$ cat src/design/rti_pkg.sv
// Shared types and constants for the ray/triangle intersection block.
package rti_pkg;

    // Item opcodes: three vertex loads and one ray test.
    typedef enum logic [1:0] {
        OP_LOAD0 = 2'd0,
        OP_LOAD1 = 2'd1,
        OP_LOAD2 = 2'd2,
        OP_RAY   = 2'd3
    } opcode_t;

    // Outcome codes of a ray test.
    typedef enum logic [2:0] {
        OUT_HIT      = 3'd0,
        OUT_PARALLEL = 3'd1,
        OUT_U_BAD    = 3'd2,
        OUT_V_BAD    = 3'd3,
        OUT_T_SMALL  = 3'd4
    } outcome_t;

    // Configuration register indexes.
    localparam logic [3:0] CFG_DET_EPSILON = 4'd0;
    localparam logic [3:0] CFG_T_MIN       = 4'd1;

    localparam int CFG_INDEX_WIDTH = 4;
    localparam int CFG_DATA_WIDTH  = 32;
    localparam int FIELD_WIDTH     = 32;

    localparam logic [31:0] DET_EPSILON_RESET = 32'd43;
    localparam logic [30:0] T_MIN_RESET       = 31'd0;

    // Request transaction: a vertex load or a ray.
    typedef struct packed {
        logic [1:0]              opcode;
        logic [FIELD_WIDTH-1:0]  point_x;
        logic [FIELD_WIDTH-1:0]  point_y;
        logic [FIELD_WIDTH-1:0]  point_z;
        logic [FIELD_WIDTH-1:0]  dir_x;
        logic [FIELD_WIDTH-1:0]  dir_y;
        logic [FIELD_WIDTH-1:0]  dir_z;
    } req_t;

    // Response transaction: one per ray.
    typedef struct packed {
        logic       hit;
        logic [2:0] outcome;
    } rsp_t;

endpackage

$ cat src/design/rti_front.sv
// Front end: accepts transactions, keeps the triangle and forms the ray job.
module rti_front
    import rti_pkg::*;
#(
    parameter int COORD_WIDTH = 32
)
(
    input  logic                                   clk,
    input  logic                                   rst_n,
    input  logic                                   req_valid,
    output logic                                   req_ready,
    input  req_t                                   req_data,
    output logic                                   job_push,
    input  logic                                   job_full,
    output logic [3*COORD_WIDTH+9*(COORD_WIDTH+1)-1:0] job_data
);

    localparam int C     = COORD_WIDTH;
    localparam int E     = COORD_WIDTH + 1;
    localparam int JOB_W = 3*C + 9*E;

    logic signed [C-1:0]  tri_reg [9];
    logic signed [C-1:0]  tri_next [9];
    logic                 fe_valid_reg, fe_valid_next;
    logic [JOB_W-1:0]     fe_job_reg, fe_job_next;
    logic signed [C-1:0]  pt [3];
    logic signed [C-1:0]  dr [3];
    logic [JOB_W-1:0]     job_calc;
    logic                 accept;

    assign pt[0] = $signed(req_data.point_x[C-1:0]);
    assign pt[1] = $signed(req_data.point_y[C-1:0]);
    assign pt[2] = $signed(req_data.point_z[C-1:0]);
    assign dr[0] = $signed(req_data.dir_x[C-1:0]);
    assign dr[1] = $signed(req_data.dir_y[C-1:0]);
    assign dr[2] = $signed(req_data.dir_z[C-1:0]);

    // The staging register drains into the queue whenever the queue has room.
    assign job_push  = fe_valid_reg && !job_full;
    assign req_ready = !fe_valid_reg || !job_full;
    assign accept    = req_valid && req_ready;
    assign job_data  = fe_job_reg;

    // Edges and origin offset from the triangle as it stands at acceptance.
    always_comb
    begin
        job_calc = '0;
        for (int i = 0; i < 3; i++)
        begin
            job_calc[i*C +: C]           = dr[i];
            job_calc[3*C + i*E +: E]     = E'(tri_reg[3+i]) - E'(tri_reg[i]);
            job_calc[3*C + 3*E + i*E +: E] = E'(tri_reg[6+i]) - E'(tri_reg[i]);
            job_calc[3*C + 6*E + i*E +: E] = E'(pt[i]) - E'(tri_reg[i]);
        end
    end

    // Vertex loads write the store; rays go to the staging register.
    always_comb
    begin
        tri_next      = tri_reg;
        fe_valid_next = fe_valid_reg && !job_push;
        fe_job_next   = fe_job_reg;
        if (accept)
        begin
            if (req_data.opcode == OP_RAY)
            begin
                fe_valid_next = 1'b1;
                fe_job_next   = job_calc;
            end
            else
            begin
                for (int s = 0; s < 3; s++)
                begin
                    if (req_data.opcode == 2'(s))
                    begin
                        for (int i = 0; i < 3; i++)
                        begin
                            tri_next[s*3+i] = pt[i];
                        end
                    end
                end
            end
        end
    end

    always_ff @(posedge clk or negedge rst_n)
    begin
        if (!rst_n)
        begin
            fe_valid_reg <= 1'b0;
            for (int k = 0; k < 9; k++)
            begin
                tri_reg[k] <= '0;
            end
        end
        else
        begin
            fe_valid_reg <= fe_valid_next;
            tri_reg      <= tri_next;
        end
    end

    always_ff @(posedge clk)
    begin
        fe_job_reg <= fe_job_next;
    end

endmodule

$ cat config.mk
export PLATFORM = sky130hd
export DESIGN_NAME = rti_front
export DESIGN_NICKNAME = d
export VERILOG_FILES = /design/src/design/rti_pkg.sv /design/src/design/rti_front.sv
export SDC_FILE = /design/constraint.sdc
export NUM_CORES = 1
export LEC_CHECK = 0
export ABC_AREA = 1
export BUFFER_PORTS_ARGS = -buffer_cell sky130_fd_sc_hd__buf_2
export CORE_ASPECT_RATIO = 1.1
export CORE_MARGIN = 2
export CORE_UTILIZATION = 35
export CTS_BUF_LIST = sky130_fd_sc_hd__clkbuf_8
export CTS_CLUSTER_SIZE = 8
export DETAILED_ROUTE_END_ITERATION = 12
export SLEW_MARGIN = 20
export SYNTH_ARGS = -nofsm -noshare
export SYNTH_HDL_FRONTEND = slang
export SYNTH_SLANG_ARGS = --single-unit
$ cat constraint.sdc
create_clock -name clk -period 21.8 [get_ports clk]
set_clock_uncertainty 0.1 [all_clocks]
set_input_delay 1.09 -clock clk [delete_from_list [all_inputs] [get_ports clk]]
set_output_delay 1.09 -clock clk [all_outputs]
set_load 0.02 [all_outputs]
==> results.txt, run 1 <==
result of the run = finished, final reports clean
portion of the clock cycle consumed by the worst path in the final layout = 18.0%
Root Buffer Master = sky130_fd_sc_hd__clkbuf_8
DRC viols = 0
internal power of the cells = 3050 uW
power density of the placed cells = 103 mW/mm2
most common library cell in the layout ignoring fill and taps = sky130_fd_sc_hd__nand2_1
proportion of netlist area held by the largest area contributor = 26.4%
most area-hungry cell type in the Yosys netlist = sky130_fd_sc_hd__edfxtp_1
number of violations reported at the end of detailed-routing iteration 0 = 2505
Global Route Usage Sum = 21.2%
Post-Synth Simple-Gate Area = 28.2%
Required @ worst endpoint = 22140 ps
reg-to-reg startpoint = fe_valid_reg
part of the power in combinational logic = 44.7%
sequential cell area = 0.0190 mm2
worst slew pin tran = 994 ps
crit path kind = reg2reg
Critical Path End Type = flip-flop
final count of hold timing violations = 0
nets in the synthesized netlist = 6716
area of the placeable core = 0.127 mm2
count of different cell masters after synthesis = 27
die area = 0.131 mm2
destination of the worst register-to-register timing path = job_data[388]
number of nets in the final layout = 7380
worst hold path type = in2async
combinational family with the most area after synthesis = simple AND/OR/NAND/NOR gates
syn avg cell area = 7.19 um2
Most Frequent Cell on Critical Path = sky130_fd_sc_hd__buf_4
clock latency of the later-clocked register in the worst-skew pair = 850 ps
Adder-Cell Fraction of Synth Area = 8.46%
number of antenna violations at the first check in global routing = 6
number of cells produced by synthesis = 6221
Area growth, synth to finish = 16.3%
multi-input combinational cell area = 0.0202 mm2
proportion of power drawn by flip-flops and latches = 31.9%
I/O pin total = 593
Horiz. Die Dim = 345 um
min cycle time layout = 3920 ps
Resized cells post-CTS = 0
number of clock buffers inserted by TritonCTS = 119
vias per cell = 4.56
Cell Chain, Critical Path = nand2_2 -> nand2_2 -> nor2_4 -> buf_4 -> buf_4 -> buf_4
worst vdd ir = 0.0566 mV
clock tree from TritonCTS = done
mux share of post-synthesis cell area = 0.588%
buffer depth of the longest clock path = 3
Die Height = 379 um
Detailed Routing Iterations Pass 1 = 6
post-synthesis sequential area ratio = 42.6%
global-route wire length before repair = 212000 um
unrepaired setup endpoints after global routing = false
maximum fanout encountered on the critical timing path = 76
Tot Pwr = 5360 uW
Max-cap violations = 0
total number of vias = 39469
element type at the critical path start = flip-flop
highest cell delay on the worst timing path = 910 ps
Routed Wire Length = 141000 um
final-report max-slew violation count = 0
setup repair bufs after CTS = 0
final setup violating endpoints = 0
number of buffers inserted by hold repair at cts = 0
Sw Ratio = 43.1%
leakage dissipation = 0.0292 uW
netlist area before placement = 0.0447 mm2
routed wirelength normalized by instance count = 16.3 um
synth top area cells = sky130_fd_sc_hd__edfxtp_1 26%, sky130_fd_sc_hd__nand2_1 20%, sky130_fd_sc_hd__dfrtp_1 16%
total overflow reported by the global router = 0
number of global-route vias before repair = 37447
portion of total power attributed to the clock network = 23.4%
cell with the largest stage delay on the worst path = sky130_fd_sc_hd__buf_4
RePlAce Congestion = 0.935
#FFs+latches synth = 682
critical path arrival = 4260 ps
dpl hpwl = 116000 um
antenna-violating nets left = 0
Slew headroom = 33.7%
depth of the worst register-to-register path = 6
number of core rows = 137
commonest non-fill, non-tap cells in the layout = 2378 x sky130_fd_sc_hd__nand2_1, 1361 x sky130_fd_sc_hd__inv_1, 591 x sky130_fd_sc_hd__buf_2
clock-pin slew on the worst setup and hold paths = 70 ps
flop-to-flop setup slack = 17880 ps
Post-Synth XOR/XNOR Area = 2.65%
Warnings, synthesis = 0
Layout fillers = 13462
port buffer count = 592
Largest register FFs = 393
final core utilization = 41.0%
net switching power = 2310 uW
H-tree levels = 3
Synth Area in Compound Gates = 5.37%
Clock Sink Count = 682
setup TNS after final layout = 0 ps
f_max = 0.255 GHz
fraction of layout cells with a size suffix above 1 = 11.8%
pin count of the biggest net entering global routing = 92
effective utilization at floorplan = 35.2%
[synth_stat cells]
cell type,instances
sky130_fd_sc_hd__buf_6,22
sky130_fd_sc_hd__nor3_1,18
sky130_fd_sc_hd__xor2_1,117
sky130_fd_sc_hd__ha_1,288
sky130_fd_sc_hd__nor2_1,543
sky130_fd_sc_hd__nor3_2,2
sky130_fd_sc_hd__or2_1,9
sky130_fd_sc_hd__o21bai_1,9
sky130_fd_sc_hd__dfrtp_1,289
sky130_fd_sc_hd__nand3_1,210
sky130_fd_sc_hd__and2_1,18
sky130_fd_sc_hd__nand2_1,2378
sky130_fd_sc_hd__buf_2,29
sky130_fd_sc_hd__clkbuf_1,8
sky130_fd_sc_hd__fa_1,9
sky130_fd_sc_hd__a21oi_1,355
sky130_fd_sc_hd__o21ai_0,96
sky130_fd_sc_hd__mux2_2,18
sky130_fd_sc_hd__mux2_4,4
sky130_fd_sc_hd__edfxtp_1,393
sky130_fd_sc_hd__inv_1,1321
sky130_fd_sc_hd__nand2_2,11
sky130_fd_sc_hd__o21ai_1,2
sky130_fd_sc_hd__a21o_1,9
sky130_fd_sc_hd__buf_4,8
sky130_fd_sc_hd__nand4_1,37
sky130_fd_sc_hd__xnor2_1,18
[kinds of logic (layout without fill, tap and decap cells)]
logic type      after synthesis  after routing
fa+ha+maj                   297            297
xor+xnor                    135            135
compound gates              471            471
flops                       682            682
other cells                   0              2
simple gates               3226           3226
buf+inv                    1388           2154
mux                          22             22
[power groups by stage]
| stage | combinational (uW) | clock, uW | sequential (uW) |
|---|---|---|---|
| floorplan | 1550 | 0 | 1800 |
| global placement | 2370 | 0 | 1730 |
| detailed placement | 2380 | 0 | 1730 |
| CTS | 2400 | 1300 | 1710 |
| global route | 2700 | 1350 | 1730 |
| finish | 2400 | 1260 | 1710 |
[layout make-up]
type,instances,area share [%]
multi-input combinational,4151,38.9
sequential,682,36.6
inverter,1321,9.53
timing repair buffer,610,5.98
tap,1668,4.01
clock buffer,145,3.84
clock inverter,78,1.10
antenna,2,0.00962
[stage by stage]
stage	cells	setup WS, ps	cell area (um2)	hold WS (ps)
floorplan	6221	2940	44700	353
global placement	8432	17050	49400	365
detailed placement	8432	16990	49400	373
CTS	8655	17780	52000	46.7
global route	8656	17600	52000	104
finish	8657	17880	52000	115
[metal layers]
metal / track usage, % / vias up / wire, um
met3: 3.13 / 179 / 8130
li1: - / 20380 / -
met5: 0 / - / 0
met4: 6.96 / 0 / 3880
met2: 35.5 / 1063 / 66200
met1: 27.9 / 17847 / 63200
[worst max-delay path, delay by kind of cell (launching register included)]
family                 cells  cell delay (ps)
buffers and inverters      3             2210
and+or+nand+nor            3              700
DFF                        1              390
[how the worst max path moves through the flow]
stage | slack (ps) | cells past startpoint | start | endpoint
floorplan | 2940 | 3 | job_full | job_data[0]
global placement | 17050 | 7 | job_full | job_data[388]
detailed placement | 16990 | 7 | job_full | job_data[389]
CTS | 17780 | 6 | fe_valid_reg | job_data[264]
global route | 17600 | 6 | fe_valid_reg | job_data[163]
finish | 17880 | 6 | fe_valid_reg | job_data[388]
No activity file was read; power rests on OpenSTA's default activity.
==> inputs of run 2 (changes only) <==
--- a/config.mk
+++ b/config.mk
@@ -5,7 +5,7 @@
 export SDC_FILE = /design/constraint.sdc
 export NUM_CORES = 1
 export LEC_CHECK = 0
-export ABC_AREA = 1
+export ABC_AREA = 0
 export BUFFER_PORTS_ARGS = -buffer_cell sky130_fd_sc_hd__buf_2
 export CORE_ASPECT_RATIO = 1.1
 export CORE_MARGIN = 2
==> constraint.sdc (replaced) <==
create_clock -name clk -period 3.6 [get_ports clk]
set_clock_uncertainty 0.1 [all_clocks]
set_input_delay 0.18 -clock clk [delete_from_list [all_inputs] [get_ports clk]]
set_output_delay 0.18 -clock clk [all_outputs]
set_load 0.02 [all_outputs]
==> run 2 against run 1 <==
  * Hold slack lost 5.0 ps
  * Global-route usage fell by 1.4 points
  * Combinational power grew to 5.3 times the previous value
  * Design area down 8.6%
  * Clock power rose to 5.5 times the previous value
  * Sequential share of layout area up 3.4 points
  * Critical path depth is 6 higher
  * First-iteration DRC count fell by 43%
  * Area after synthesis shrank 19%
  * Die area fell by 18%
  * Flip-flop and latch count did not move
  * Largest cell class is now registers
  * Largest power group unchanged
==> results.txt, run 2 <==
result of the run = finished, final reports clean
Routed Wire Length = 108000 um
final count of hold timing violations = 0
worst vdd ir = 0.331 mV
sequential cell area = 0.0190 mm2
cell with the most instances after synthesis = sky130_fd_sc_hd__edfxtp_1
H-tree levels = 3
multi-input combinational cell area = 0.0166 mm2
crit path kind = reg2reg
Top FF cell, synth = sky130_fd_sc_hd__edfxtp_1
element type at the critical path start = flip-flop
netlist area before placement = 0.0364 mm2
proportion of netlist area held by the largest area contributor = 32.4%
number of enable-type register cells in the synthesized netlist = 393
min cycle time layout = 3480 ps
final core utilization = 45.9%
critical path arrival = 3900 ps
Global Route Usage Sum = 19.8%
proportion of synthesized flip-flops having asynchronous set or reset = 42.4%
routed wirelength normalized by instance count = 19.1 um
Horiz. Die Dim = 311 um
synth top area cells = sky130_fd_sc_hd__edfxtp_1 32%, sky130_fd_sc_hd__dfrtp_1 20%, sky130_fd_sc_hd__ha_1 9.9%
dpl hpwl = 78900 um
vias per cell = 4.96
flop-to-flop setup slack = 120 ps
post-synthesis sequential area ratio = 52.3%
power density of the placed cells = 634 mW/mm2
area of the placeable core = 0.103 mm2
number of cells produced by synthesis = 3124
Warnings, synthesis = 0
Slew headroom = 43.9%
Required @ worst endpoint = 4010 ps
Detailed Routing Iterations Pass 1 = 6
highest cell delay on the worst timing path = 430 ps
Die Height = 342 um
#FFs+latches synth = 682
Root Buffer Master = sky130_fd_sc_hd__clkbuf_8
worst hold path type = in2reg
clock latency of the later-clocked register in the worst-skew pair = 790 ps
Largest register FFs = 393
total overflow reported by the global router = 0
pin count of the biggest net entering global routing = 97
leakage dissipation = 0.0207 uW
count of different cell masters after synthesis = 92
cell with the largest stage delay on the worst path = sky130_fd_sc_hd__dfrtp_1
antenna-violating nets left = 0
f_max = 0.287 GHz
syn avg cell area = 11.7 um2
number of global-route vias before repair = 28508
DRC viols = 0
clock tree from TritonCTS = done
clock-pin slew on the worst setup and hold paths = 60 ps
maximum fanout encountered on the critical timing path = 4
die area = 0.107 mm2
number of antenna violations at the first check in global routing = 5
port buffer count = 592
setup TNS after final layout = 0 ps
depth of the worst register-to-register path = 12
fraction of layout cells with a size suffix above 1 = 25.3%
most common library cell in the layout ignoring fill and taps = sky130_fd_sc_hd__buf_2
most area-hungry cell type in the Yosys netlist = sky130_fd_sc_hd__edfxtp_1
RePlAce Congestion = 0.883
portion of the clock cycle consumed by the worst path in the final layout = 96.8%
worst slew pin tran = 837 ps
number of nets in the final layout = 4682
buffer depth of the longest clock path = 3
I/O pin total = 593
number of core rows = 124
nets in the synthesized netlist = 3619
final-report max-slew violation count = 0
WHS Path Cells = 3
commonest non-fill, non-tap cells in the layout = 591 x sky130_fd_sc_hd__buf_2, 393 x sky130_fd_sc_hd__edfxtp_1, 344 x sky130_fd_sc_hd__dlygate4sd3_1
global-route wire length before repair = 164000 um
final setup violating endpoints = 0
total number of vias = 28154
Max-cap violations = 0
number of violations reported at the end of detailed-routing iteration 0 = 1427
effective utilization at floorplan = 35.2%
cell types with the highest counts after synthesis = 393 x sky130_fd_sc_hd__edfxtp_1, 289 x sky130_fd_sc_hd__dfrtp_1, 288 x sky130_fd_sc_hd__ha_1
number of clock buffers inserted by TritonCTS = 116
Layout fillers = 9554
Cell Chain, Critical Path = ha_1 -> fa_1 -> nor2b_4 -> o31a_1 -> o31a_1 -> o22ai_4 -> o32ai_2 -> o221ai_2 -> o221ai_2 -> a31o_1 -> a21o_1 -> xor2_1
Clock Sink Count = 682
Critical Path End Type = flip-flop
Area growth, synth to finish = 30.6%
## run 2: area by class of cell
class | count | area share, %
diodes | 2 | 0.0105
clock buffers | 122 | 3.53
clock inverters | 99 | 1.27
inverters | 187 | 1.48
multi-input cells | 2184 | 34.9
flip-flops and latches | 682 | 40.0
well taps | 1386 | 3.65
repair buffers | 1016 | 15.2
## run 2: final timing paths
| path | startpoint | to |
|---|---|---|
| hold reg to reg | tri_reg[64] | tri_reg[64] |
| max in group asynchronous | rst_n | tri_reg[147] |
| setup reg to reg | tri_reg[192] | job_data[291] |
| min in group asynchronous | rst_n | tri_reg[125] |
| hold / removal | job_full | fe_valid_reg |
| setup / recovery | tri_reg[192] | job_data[291] |
## run 2: timing repair
| item | CTS | global route |
|---|---|---|
| hold buffers | 345 | 0 |
| setup buffers | 0 | 5 |
| resized for setup | 2 | 35 |
| setup endpoints to repair | 4 | 37 |
| pin swaps | 2 | 20 |
| hold endpoints to repair | 789 | 0 |
## run 2: critical path: cells and delay by family, from the launching register on
family / cells / cell delay, ps
AOI/OAI and AO/OA: 8 / 1960
xor gates and xnor gates: 1 / 150
adders and majority gates: 2 / 500
DFF: 1 / 430
and+or+nand+nor: 1 / 50
## run 2: cell families after synthesis
group                    synth area share (%)
AO/OA/AOI/OAI                            14.9
adder cells (fa/ha/maj)                  10.4
multiplexers                             5.78
buffers and inverters                    2.66
flip-flops                               52.3
XOR/XNOR                                 5.92
AND/OR/NAND/NOR                          8.06
## run 2: power breakdown
group / switching (uW) / internal (uW)
logic: 7320 / 5320
registers: 477 / 10100
clock network: 3410 / 3540
total: 11200 / 18900
## run 2: stage by stage
step	power (uW)	cell area, um2	setup slack (ps)	cells	hold WS, ps
after floorplan	19000	36400	-318	3124	-216
after global placement	22700	41600	-33.3	5105	128
after global routing	32100	47600	-11.2	5678	91.3
after detailed placement	22700	41600	-95.0	5105	132
final	30100	47600	116	5678	110
after CTS	30300	47400	9.55	5671	14.6
## run 2: metal layers
metal | vias to the layer above | GRT usage, % | share of wire [%]
met3 | 152 | 3.73 | 5.4
li1 | 13611 | - | -
met4 | 6 | 5.98 | 2.2
met5 | - | 0 | 0.034
met1 | 13662 | 24.1 | 42
met2 | 723 | 35.4 | 50
