<file path="src/design/rti_queue.sv">
// Short first-in first-out queue between the front end and the back end.
module rti_queue
#(
    parameter int WIDTH = 8,
    parameter int DEPTH = 4
)
(
    input  logic             clk,
    input  logic             rst_n,
    input  logic             push,
    input  logic [WIDTH-1:0] push_data,
    output logic             full,
    output logic             head_valid,
    output logic [WIDTH-1:0] head_data,
    input  logic             pop
)
;

    localparam int AW = (DEPTH > 1) ? $clog2(DEPTH) : 1;

    logic [WIDTH-1:0] slot_reg [DEPTH];
    logic [AW-1:0]    wr_ptr_reg, wr_ptr_next;
    logic [AW-1:0]    rd_ptr_reg, rd_ptr_next;
    logic [AW:0]      count_reg, count_next;
    logic             do_pop;

    assign full       = (count_reg == (AW+1)'(DEPTH));
    assign head_valid = (count_reg != '0);
    assign head_data  = slot_reg[rd_ptr_reg];
    assign do_pop     = pop && head_valid;

    // Pointer and occupancy update.
    always_comb
    begin
        wr_ptr_next = wr_ptr_reg;
        rd_ptr_next = rd_ptr_reg;
        count_next  = count_reg;
        if (push)
        begin
            wr_ptr_next = (wr_ptr_reg == AW'(DEPTH-1)) ? '0 : wr_ptr_reg + 1'b1;
        end
        if (do_pop)
        begin
            rd_ptr_next = (rd_ptr_reg == AW'(DEPTH-1)) ? '0 : rd_ptr_reg + 1'b1;
        end
        if (push && !do_pop)
        begin
            count_next = count_reg + 1'b1;
        end
        else if (!push && do_pop)
        begin
            count_next = count_reg - 1'b1;
        end
    end

    always_ff @(posedge clk or negedge rst_n)
    begin
        if (!rst_n)
        begin
            wr_ptr_reg <= '0;
            rd_ptr_reg <= '0;
            count_reg  <= '0;
        end
        else
        begin
            wr_ptr_reg <= wr_ptr_next;
            rd_ptr_reg <= rd_ptr_next;
            count_reg  <= count_next;
        end
    end

    always_ff @(posedge clk)
    begin
        if (push)
        begin
            slot_reg[wr_ptr_reg] <= push_data;
        end
    end

endmodule

</file>
<file path="config.mk">
export PLATFORM = sky130hd
export DESIGN_NAME = rti_queue
export DESIGN_NICKNAME = d
export VERILOG_FILES = /design/src/design/rti_queue.sv
export SDC_FILE = /design/constraint.sdc
export NUM_CORES = 1
export LEC_CHECK = 0
export ABC_AREA = 1
export BUFFER_PORTS_ARGS = -buffer_cell sky130_fd_sc_hd__buf_2
export CAP_MARGIN = 20
export CORE_ASPECT_RATIO = 0.9
export CORE_MARGIN = 4
export CORE_UTILIZATION = 60
export CTS_BUF_LIST = sky130_fd_sc_hd__clkbuf_4 sky130_fd_sc_hd__clkbuf_8
export CTS_CLUSTER_DIAMETER = 150
export DETAILED_ROUTE_END_ITERATION = 16
export PLACE_DENSITY = 0.89
export SLEW_MARGIN = 40
export SYNTH_ARGS = -nofsm -noshare
export SYNTH_HDL_FRONTEND = slang
export SYNTH_SLANG_ARGS = --single-unit
export TNS_END_PERCENT = 30
</file>
<file path="constraint.sdc">
create_clock -name clk -period 3.62 [get_ports clk]
set_input_delay 0.362 -clock clk [delete_from_list [all_inputs] [get_ports clk]]
set_output_delay 0.362 -clock clk [all_outputs]
set_load 0.005 [all_outputs]
</file>
==> results of run 1 <==
[path summary, 6_finish.rpt]
| path | start | to |
|---|---|---|
| setup / recovery | rd_ptr_reg[1] | head_data[0] |
| max in group asynchronous | rst_n | rd_ptr_reg[0] |
| hold reg to reg | count_reg[2] | count_reg[2] |
| hold / removal | push_data[5] | slot_reg[1][5] |
| min in group asynchronous | rst_n | rd_ptr_reg[1] |
| setup reg to reg | count_reg[0] | count_reg[2] |
[layer usage]
| metal | wire length, um | part of all wire (%) | track usage [%] | vias to the layer above |
|---|---|---|---|---|
| met3 | 126 | 4.7 | 5.92 | 5 |
| met5 | 0 | 0 | 0 | - |
| met4 | 28 | 1.1 | 2.71 | 0 |
| li1 | - | - | - | 539 |
| met2 | 1330 | 50 | 26.8 | 21 |
| met1 | 1180 | 44 | 19.9 | 503 |
[cell usage after synthesis (all sizes together)]
cell type   n  area [sq um]
buf         5          56.3
dfrtp       7           175
edfxtp     32           961
fa          1          20.0
ha          6          75.1
inv        27           101
nand2      43           161
nand3       3          15.0
nand4       1          6.26
nor2        3          11.3
nor3        1          5.00
o211ai     16           120
o21ai       2          10.0
xnor2       1          8.76
[worst max-delay path, cell delays in order (launching register included)]
cell	delay, ns
dfrtp_1	0.60
inv_1	0.26
o211ai_1	0.15
nand2_1	0.08
buf_2	0.13
[placed cells by master, fill, tap and decap left out]
master	synthesis	final
fa_1	1	1
dfrtp_2	0	1
ha_1	6	6
nor2_1	3	3
inv_1	27	27
dfrtp_1	7	6
clkinv_2	0	1
nand3_1	3	3
dlygate4sd3_1	0	1
xnor2_1	1	1
o21ai_0	2	2
nand4_1	1	1
nand2_1	43	43
edfxtp_1	32	32
nor3_1	1	1
buf_2	0	21
clkbuf_4	0	6
o211ai_1	16	16
clkbuf_8	0	1
[through the flow]
stage	area (sq um)	util, %
3_5_place_dp	1830	66.4
6_report	1900	69.2
2_1_floorplan	1730	-
5_1_grt	1900	69.2
3_3_place_gp	1830	66.4
4_1_cts	1900	69.1
[final cells by class]
cell class	count	area [sq um]
clock buffer	7	58.8
clock inverter	1	5.00
fill	201	847
inverter	27	101
multi-input combinational	77	433
sequential	39	1140
tap	40	50.0
timing repair buffer	22	115
[where the power goes]
group	internal [W]	switching, W	total [W]
Sequential	0.000590	0.000108	0.000698
Combinational	0.000181	0.000233	0.000414
Clock	0.000102	0.000126	0.000228
[logic make-up (layout without fill, tap and decap cells)]
kind of cell | count (synthesis) | after routing | synth area share, %
xor+xnor | 1 | 1 | 0.507
flops | 39 | 39 | 65.8
fa+ha+maj | 7 | 7 | 5.51
buf+inv | 32 | 57 | 9.13
simple gates | 51 | 51 | 11.5
compound gates | 18 | 18 | 7.54
[repair_timing]
action	in CTS	in global routing
hold buffers	1	0
hold endpoints to repair	7	0
setup buffers	0	0
==> results.rst, run 1 <==
.. list-table::
   :header-rows: 1

   * - Metric
     - Value
   * - Global-route wire length before repair
     - around 4.5 mm
   * - Fraction of layout instances using a drive strength above 1
     - approximately 17%
   * - Worst setup path class
     - reg -> out
   * - Maximum vdd ir drop
     - around 0.36 mV
   * - Clk_lat worst skew
     - ~0.33 ns
   * - Post-route setup TNS
     - 0 ns
   * - Global route overflow
     - 0
   * - Post-Syn Area
     - between 1500 and 2000 sq um
   * - # Max-Cap Violations
     - 0
   * - Vias after detailed routing
     - ~1100
   * - Fmax achieved
     - about 0.52 GHz
   * - Shortest clock period the worst path allows after layout
     - 1.91 ns
   * - Biggest fanout along the worst timing path
     - 11
   * - Fin nets
     - 191
   * - Clock transition at path regs
     - about 0.11 ns
   * - I/O pin cnt
     - 22
   * - Part of the cycle the worst path needs
     - 52.8%
   * - Num rows
     - 18
   * - Global router's overall resource usage
     - about 16%
   * - Die width
     - around 65 um
   * - Number of synthesized register bits
     - 39
   * - H-Tree Level Count
     - 2
   * - Vertical die dimension
     - between 50 and 60 um
   * - Worst Reg2Reg Path Length in Cells
     - 10
   * - Clock Sinks
     - 39
   * - Required time worst endpoint
     - about 3.3 ns
   * - Number of antenna violations at the first check in global routing
     - 0
   * - Total wirelength of the detailed-routed design
     - about 2.7 mm
   * - Effective utilization at floorplan
     - 62.8%
   * - Via count normalized by instance count
     - about 5
   * - Largest net degree at the start of global routing
     - 36
   * - Post-synthesis sequential area ratio
     - 65.8%
   * - Remaining routing DRC violations
     - 0
   * - Per-instance average area after synthesis
     - between 10 and 15 sq um
   * - Synth-to-layout area growth
     - 10.1%
   * - Half-perimeter wire length after placement
     - 1.94 mm
   * - Count of nets left with antenna violations after detail routing
     - 0
   * - Number of gates given a new drive strength after cts
     - 0
   * - Maximum clock path buffer count
     - 2
   * - Pre-CTS setup slack
     - between 1.5 and 2 ns
   * - Dpl cells
     - 204
   * - Clk root buf
     - clkbuf_4
   * - Slew of the pin with the lowest slew margin
     - around 0.53 ns
   * - # diodes
     - 0
   * - Yosys warns
     - 0
   * - Number of global-route vias before repair
     - ~1100
   * - Clock tree from TritonCTS
     - done
   * - Flop-to-flop setup slack
     - between 1.5 and 2 ns
   * - Endpoint type of the worst setup path
     - output pin
   * - IO Port Bufs
     - 21
   * - Final Total Pwr
     - approximately 0.0013 W
   * - Count of different cell masters after synthesis
     - 14
   * - Leakage component of the power
     - about 0.85 nW
   * - Gp weighted congestion
     - ~0.75
   * - Worst Path Arrival
     - approximately 1.6 ns
   * - Result of the run
     - completed
   * - Worst hold-check slack
     - 0.242 ns
   * - PnR worst setup slack
     - ~1.7 ns
   * - Setup violators final
     - 0
   * - Normalized max-slew margin
     - about two thirds
   * - Hold Crit Depth
     - 1
   * - Max-slew violation count
     - 0
   * - Element type at the critical path start
     - flop
   * - Maximum clock skew at final layout
     - ~0.0085 ns
   * - Number of flip-flops in the largest register
     - 32
   * - Detailed Routing Iterations Pass 1
     - 4
   * - Hold violation total from the final report
     - 0
   * - Power density relative to cell area
     - approximately 700 nW/um^2
   * - Violation count after the first detailed-routing iteration
     - a little over 60
   * - Mapped Nets
     - about 170
   * - Total Die Area
     - 3800 sq um
   * - Count of non-filler cells in the finished layout
     - between 200 and 250
   * - Worst hold path type
     - in -> reg
   * - Number of buffers added by the clock tree synthesis step
     - 5
   * - Synthesized instance count
     - 148
   * - Core ar.
     - ~2700 sq um
   * - RSZ-0062 raised after global routing
     - false
   * - Drt wl/cell
     - approximately 12 um
Power figures use the tool's default switching activity.
==> run 2: changes to the inputs <==
Settings changed: CORE_UTILIZATION 60 to 59, PLACE_DENSITY 0.89 to 0.88.
Clock period 3.62 ns to 1.9 ns, I/O delays scaled along.
==> run 2 against run 1 <==
Effect of this change:
- first-iteration DRC count down 29%
- via count up 2.3%
- sequential power up 73%
- critical path type is now reg -> reg
- highest routed layer unchanged
- clock power up 92%
- critical path depth up 7
- core utilization up 1.2 points
- cell area up 2.5%
- routed wire length up 12%
- clock-buffer cell count unchanged
- clock skew up 0.0097 ns
- sequential share of layout area down 1.5 points
- final cell count up 2.3%
==> results.rst, run 2 (synthesized netlist as in run 1, its figures left out) <==
.. list-table::
   :header-rows: 1

   * - Metric
     - Value
   * - Via count normalized by instance count
     - 5.01 (about the same)
   * - Global-route track usage on met1
     - 18.9% (-0.99 points)
   * - # Max-Cap Violations
     - 0 (unchanged)
   * - Highest-count cells in the layout ignoring fill and taps
     - nand2_1 (41), edfxtp_1 (32), inv_1 (27)
   * - Setup violators final
     - 0 (unchanged)
   * - Hold violation total from the final report
     - 0 (unchanged)
   * - Worst Path Arrival
     - 2.01 ns (+0.46 ns)
   * - Remaining routing DRC violations
     - 0 (unchanged)
   * - Leakage component of the power
     - 0.878 nW (+2.9%)
   * - Fmax achieved
     - just under 0.6 GHz
   * - I/O pin cnt
     - 22 (unchanged)
   * - Clock tree from TritonCTS
     - done
   * - Dpl cells
     - 206 (+0.98%)
   * - Sequential Area
     - 1140 sq um (unchanged)
   * - H-Tree Level Count
     - 2 (unchanged)
   * - Result of the run
     - completed
   * - Fraction of layout instances using a drive strength above 1
     - 21.9% (+4.6 points)
   * - Synth-to-layout area growth
     - 12.8%
   * - Required time worst endpoint
     - 2.17 ns (-1.09 ns)
   * - Number of buffers added by the clock tree synthesis step
     - 5 (unchanged)
   * - Worst hold path type
     - in -> reg
   * - Reg-to-reg critical path endpoint
     - count_reg[2]
   * - Endpoint type of the worst setup path
     - flop
   * - Shortest clock period the worst path allows after layout
     - ~1.7 ns
   * - Half-perimeter wire length after placement
     - 1.94 mm (about the same)
   * - Clk_lat worst skew
     - 0.34 ns (about the same)
   * - # diodes
     - 0 (unchanged)
   * - Global route overflow
     - 0 (unchanged)
   * - Fin nets
     - 196 (+2.6%)
   * - Clock transition at path regs
     - 0.12 ns (about the same)
   * - Reg-to-Reg Start
     - count_reg[1]
   * - Fill count
     - 208 (+3.5%)
   * - Clk root buf
     - clkbuf_4
   * - Total wirelength of the detailed-routed design
     - 2.99 mm (+12%)
   * - Gp weighted congestion
     - 0.740 (-1.4%)
   * - Global-route wire length before repair
     - 4.78 mm (+5.8%)
   * - Post-route setup TNS
     - 0 ns (unchanged)
   * - Number of antenna violations at the first check in global routing
     - 0 (unchanged)
   * - Multi-input combinational cell area
     - 443 sq um (+2.3%)
   * - Vertical die dimension
     - 59.3 um (+0.73%)
   * - Count of non-filler cells in the finished layout
     - 218 (+2.3%)
   * - Global router's overall resource usage
     - 17.1% (+1.3 points)
   * - Clock Sinks
     - 39 (unchanged)
   * - Number of flip-flops in the largest register
     - 32 (unchanged)
   * - Vias after detailed routing
     - 1093 (+2.3%)
   * - Min-delay src
     - push_data[4]
   * - Count of nets left with antenna violations after detail routing
     - 0 (unchanged)
   * - Biggest fanout along the worst timing path
     - 4 (-7)
   * - Detailed Routing Iterations Pass 1
     - 4 (unchanged)
   * - Normalized max-slew margin
     - 74.9% (+10 points)
   * - Num rows
     - 18 (unchanged)
   * - Element type at the critical path start
     - flop
   * - Violation count after the first detailed-routing iteration
     - 44 (-29%)
   * - Number of global-route vias before repair
     - 1080 (+1.8%)
   * - Hold Crit Depth
     - 1 (unchanged)
   * - Global routing usage on met2
     - 30.6% (+3.8 points)
   * - Total Die Area
     - 3860 sq um (+1.5%)
   * - Flop-to-flop setup slack
     - 0.17 ns (-1.66 ns)
   * - Largest net degree at the start of global routing
     - 36 (unchanged)
   * - Most common cell after layout, fill and taps aside
     - nand2_1
   * - Global routing usage on met3
     - 7.21% (+1.3 points)
   * - Part of the cycle the worst path needs
     - between 90% and 100%
   * - Die width
     - 65.0 um (+0.74%)
   * - Maximum clock skew at final layout
     - 0.0182 ns (+0.00972 ns)
   * - Final Total Pwr
     - 0.00270 W (+100%)
   * - Max-slew violation count
     - 0 (unchanged)
   * - Worst Reg2Reg Path Length in Cells
     - 11 (+1)
   * - Slew of the pin with the lowest slew margin
     - 0.375 ns (-0.153 ns)
   * - Maximum vdd ir drop
     - 0.823 mV (+130%)
   * - Effective utilization at floorplan
     - 62.3% (-0.51 points)
   * - Maximum clock path buffer count
     - 2 (unchanged)
   * - IO Port Bufs
     - 21 (unchanged)
   * - Hold-critical path endpoint
     - slot_reg[1][4]
   * - Power density relative to cell area
     - 1380 nW/um^2 (+96%)
   * - Drt wl/cell
     - 13.7 um (+9.8%)
   * - Worst setup path class
     - reg -> reg
   * - Core ar.
     - 2770 sq um (+0.82%)
   * - Global routing's busiest layer
     - met2
-- run 2: cell types whose count changed in the layout (fill, tap and decap cells not counted) --
cell     previous run  this run
buf_4               0         5
fa_1                1         0
fa_2                0         1
nand2_1            43        41
nand2_2             0         2
nor2_1              3         2
nor2_2              0         1
-- run 2: through the flow --
stage / setup slack (ns) / cell area (sq um) / hold WS, ns / utilization, %
after global routing: -0.0155 / 1950 / 0.0329 / 70.3
after global placement: 0.239 / 1840 / 0.0311 / 66.4
final: 0.166 / 1950 / 0.0543 / 70.3
after CTS: 0.107 / 1910 / 0.0524 / 69.1
after detailed placement: 0.111 / 1840 / 0.0342 / 66.4
after floorplan: 0.265 / 1730 / -0.106 / -
-- run 2: critical path, stage by stage, from the launching register on --
cell and delay (ns):
dfrtp_1 0.43, nor2_2 0.15, nand2_2 0.10, nand2_2 0.09
ha_1 0.17, inv_1 0.07, fa_2 0.35, inv_1 0.08
nand2_1 0.06, nand3_1 0.08, nand2_1 0.05, nand2_1 0.05
-- run 2: how the worst max path moves through the flow --
stage                             from      endpoint  cells past startpoint
after CTS                 count_reg[0]  count_reg[2]                     11
after global routing      count_reg[0]  count_reg[2]                     11
after detailed placement  count_reg[0]  count_reg[2]                     10
after global placement    count_reg[0]  count_reg[2]                     10
after floorplan           count_reg[0]  count_reg[2]                     10
final                     count_reg[1]  count_reg[2]                     11
-- run 2: timing repair --
action / 4_1_cts / 5_1_grt
setup endpoints to repair: 0 / 1
hold endpoints to repair: 7 / 0
hold buffers: 1 / 0
gates resized for setup: 0 / 5
buffers inserted: 0 / 3
-- run 2: per-layer routing --
layer / part of all wire, % / routed length [um] / up-vias
li1: - / - / 548
met3: 4.7 / 139 / 6
met2: 55 / 1650 / 23
met1: 39 / 1160 / 516
met4: 1.3 / 39 / 0
met5: 0 / 0 / -
-- run 2: cell type report --
cell class              instances  share of cell area [%]
inverters                      27                    5.20
repair buffers                 27                    7.84
multi-input cells              77                    22.7
flip-flops and latches         39                    58.4
clock buffers                   7                    3.02
clock inverters                 1                   0.257
well taps                      40                    2.57
-- run 2: power by group --
group | total, W | switching [W] | internal [W]
combinational | 0.00105 | 0.000627 | 0.000423
clock | 0.000437 | 0.000244 | 0.000194
sequential | 0.00121 | 0.0000836 | 0.00113
==> run 3: changes to the inputs <==
Settings changed: PLACE_DENSITY 0.88 to 0.93.
==> run 3 against run 2 <==
Effect of this change:
- critical path depth shrank 1
- first-iteration DRC count grew 34%
- clock-buffer cell count fell by 2
==> results.rst, run 3 (synthesized netlist as in run 1, its figures left out) <==
.. list-table::
   :header-rows: 1

   * - Metric
     - Value
   * - Vertical die dimension
     - 59.3 um (unchanged)
   * - Total Die Area
     - 3860 sq um (unchanged)
   * - Endpoint type of the worst setup path
     - flop
   * - Maximum clock path buffer count
     - 2 (unchanged)
   * - PnR worst setup slack
     - 0.110 ns (-0.0562 ns)
   * - Global routing usage on met2
     - 28.7% (-1.9 points)
   * - Clock tree from TritonCTS
     - done
   * - Gp weighted congestion
     - 0.765 (+3.5%)
   * - Result of the run
     - completed
   * - Comb pwr share
     - 38.6% (-0.3 points)
   * - Worst setup path class
     - reg -> reg
   * - Clock Sinks
     - 39 (unchanged)
   * - Die width
     - 65.0 um (unchanged)
   * - Clock transition at path regs
     - 0.11 ns (about the same)
   * - Normalized max-slew margin
     - 74.5% (-0.41 points)
   * - Count of nets left with antenna violations after detail routing
     - 0 (unchanged)
   * - Fill count
     - 200 (-3.8%)
   * - Drt wl/cell
     - 13.8 um (+1.0%)
   * - Number of antenna violations at the first check in global routing
     - 0 (unchanged)
   * - Worst Path Arrival
     - 2.03 ns (+0.02 ns)
   * - Half-perimeter wire length after placement
     - 2.03 mm (+4.7%)
   * - Detailed Routing Iterations Pass 1
     - 4 (unchanged)
   * - Core ar.
     - 2770 sq um (unchanged)
   * - H-Tree Level Count
     - 2 (unchanged)
   * - Pre-CTS setup slack
     - 0.154 ns (+0.0425 ns)
   * - Remaining routing DRC violations
     - 0 (unchanged)
   * - Worst hold path type
     - in -> reg
   * - Fin nets
     - 195 (-0.51%)
   * - Vias after detailed routing
     - 1120 (+2.5%)
   * - Portion of total power attributed to sequential cells
     - 45.8% (+1.0 points)
   * - Cell-internal power
     - 0.00167 W (-4.3%)
   * - Slowest cell on the critical path
     - dfrtp_1
   * - Num rows
     - 18 (unchanged)
   * - Leakage component of the power
     - 0.861 nW (-1.8%)
   * - IO Port Bufs
     - 21 (unchanged)
   * - Number of global-route vias before repair
     - 1132 (+4.8%)
   * - Number of cells on the critical path
     - 10 (-1)
   * - I/O pin cnt
     - 22 (unchanged)
   * - Largest net degree at the start of global routing
     - 36 (unchanged)
   * - Global routing usage on met3
     - 4.93% (-2.3 points)
   * - Clk_lat worst skew
     - 0.33 ns (about the same)
   * - Switching share of total power
     - 36.5% (+1.2 points)
   * - Synth-to-layout area growth
     - 11.4%
   * - Final Total Pwr
     - 0.00263 W (-2.5%)
   * - Global-route track usage on met1
     - 19.1% (+0.18 points)
   * - CP peak stage delay
     - 0.42 ns (about the same)
   * - Max-slew violation count
     - 0 (unchanged)
   * - Total wirelength of the detailed-routed design
     - 3.01 mm (+0.57%)
   * - Worst Reg2Reg Path Length in Cells
     - 10 (-1)
   * - Ordered cell list for the critical path
     - inv_1 -> nand2_1 -> nand2_1 -> ha_1 -> inv_1 -> fa_1 -> inv_1 -> nand2_1 -> nand4_1 -> nand2_1
   * - Required time worst endpoint
     - 2.14 ns (-0.03 ns)
   * - Power density relative to cell area
     - 1370 nW/um^2 (-1.3%)
   * - Maximum vdd ir drop
     - 0.655 mV (-20%)
   * - Number of buffers and inverters on the critical path
     - 3 (+1)
   * - Shortest clock period the worst path allows after layout
     - 1.79 ns (+0.0562 ns)
   * - Hold violation total from the final report
     - 0 (unchanged)
   * - Largest delay contributor family on the critical path
     - adder cells
   * - # diodes
     - 0 (unchanged)
   * - Fraction of layout instances using a drive strength above 1
     - 19.2% (-2.7 points)
   * - Biggest fanout along the worst timing path
     - 4 (unchanged)
   * - Global routing's busiest layer
     - met2
   * - Element type at the critical path start
     - flop
   * - Global router's overall resource usage
     - 16.7% (-0.39 points)
   * - Number of flip-flops in the largest register
     - 32 (unchanged)
   * - Violation count after the first detailed-routing iteration
     - 59 (+34%)
   * - Setup violators final
     - 0 (unchanged)
   * - Power dissipated by switching net loads
     - 0.000960 W (+0.66%)
   * - Number of buffers added by the clock tree synthesis step
     - 5 (unchanged)
   * - # Max-Cap Violations
     - 0 (unchanged)
   * - Hold Crit Depth
     - 1 (unchanged)
   * - Maximum clock skew at final layout
     - 0.00283 ns (-0.0154 ns)
   * - Slew of the pin with the lowest slew margin
     - 0.382 ns (+0.00618 ns)
   * - Fmax achieved
     - 0.559 GHz (-3.1%)
   * - Worst path most repeated cell
     - nand2_1
   * - Relative contribution of the clock network to total power
     - 15.6% (-0.6 points)
   * - Clk root buf
     - clkbuf_4
   * - Most common cell after layout, fill and taps aside
     - nand2_1
   * - Effective utilization at floorplan
     - 62.3% (unchanged)
   * - Part of the cycle the worst path needs
     - 94.2% (+3.0 points)
   * - Highest-count cells in the layout ignoring fill and taps
     - nand2_1 (43), edfxtp_1 (32), inv_1 (27)
   * - Global-route wire length before repair
     - 4.73 mm (-1.2%)
   * - Via count normalized by instance count
     - 5.16 (+2.9%)
   * - Global route overflow
     - 0 (unchanged)
[run 3: area by class of cell]
type	instances	area, sq um	area share [%]
multi-input combinational	77	433	22.5
sequential	39	1140	59.1
timing repair buffer	26	145	7.54
tap	40	50.0	2.60
clock buffer	5	37.5	1.95
inverter	27	101	5.27
clock inverter	3	20.0	1.04
[run 3: repair_timing]
action                                  4_1_cts  5_1_grt
endpoints found under the hold margin         7        0
resized for setup                             0        1
setup buffers                                 0        2
endpoints found under the setup margin        0        1
hold buffers                                  1        0
[run 3: metrics by stage]
stage                     hold slack (ns)  utilization [%]  setup TNS (ns)  instance area, sq um  cells
final                              0.0565             69.5               0                  1920    217
after global routing               0.0453             69.5         -0.0385                  1920    217
after CTS                          0.0524             68.9               0                  1910    215
after detailed placement           0.0328             66.4               0                  1840    206
after global placement             0.0295             66.4               0                  1840    206
after floorplan                    -0.106                -               0                  1730    148
[run 3: path summary, 6_finish.rpt]
path	from	endpoint	slack (ns)
hold reg to reg	count_reg[0]	count_reg[0]	0.52
min in group asynchronous	rst_n	count_reg[2]	0.21
setup reg to reg	count_reg[2]	count_reg[2]	0.11
max in group asynchronous	rst_n	count_reg[0]	1.52
hold / removal	push_data[5]	slot_reg[0][5]	0.06
setup / recovery	count_reg[2]	count_reg[2]	0.11
[run 3: power groups by stage]
stage | combinational [W] | sequential (W) | clock (W)
after floorplan | 0.000728 | 0.00121 | 0
after detailed placement | 0.000969 | 0.00123 | 0
after global placement | 0.000904 | 0.00121 | 0
final | 0.00101 | 0.00120 | 0.000410
after CTS | 0.000978 | 0.00121 | 0.000414
after global routing | 0.00117 | 0.00122 | 0.000446
[run 3: metal layers]
metal | share of wire, % | vias up
li1 | - | 545
met1 | 38 | 526
met2 | 53 | 45
met3 | 7.7 | 4
met4 | 0.90 | 0
met5 | 0 | -
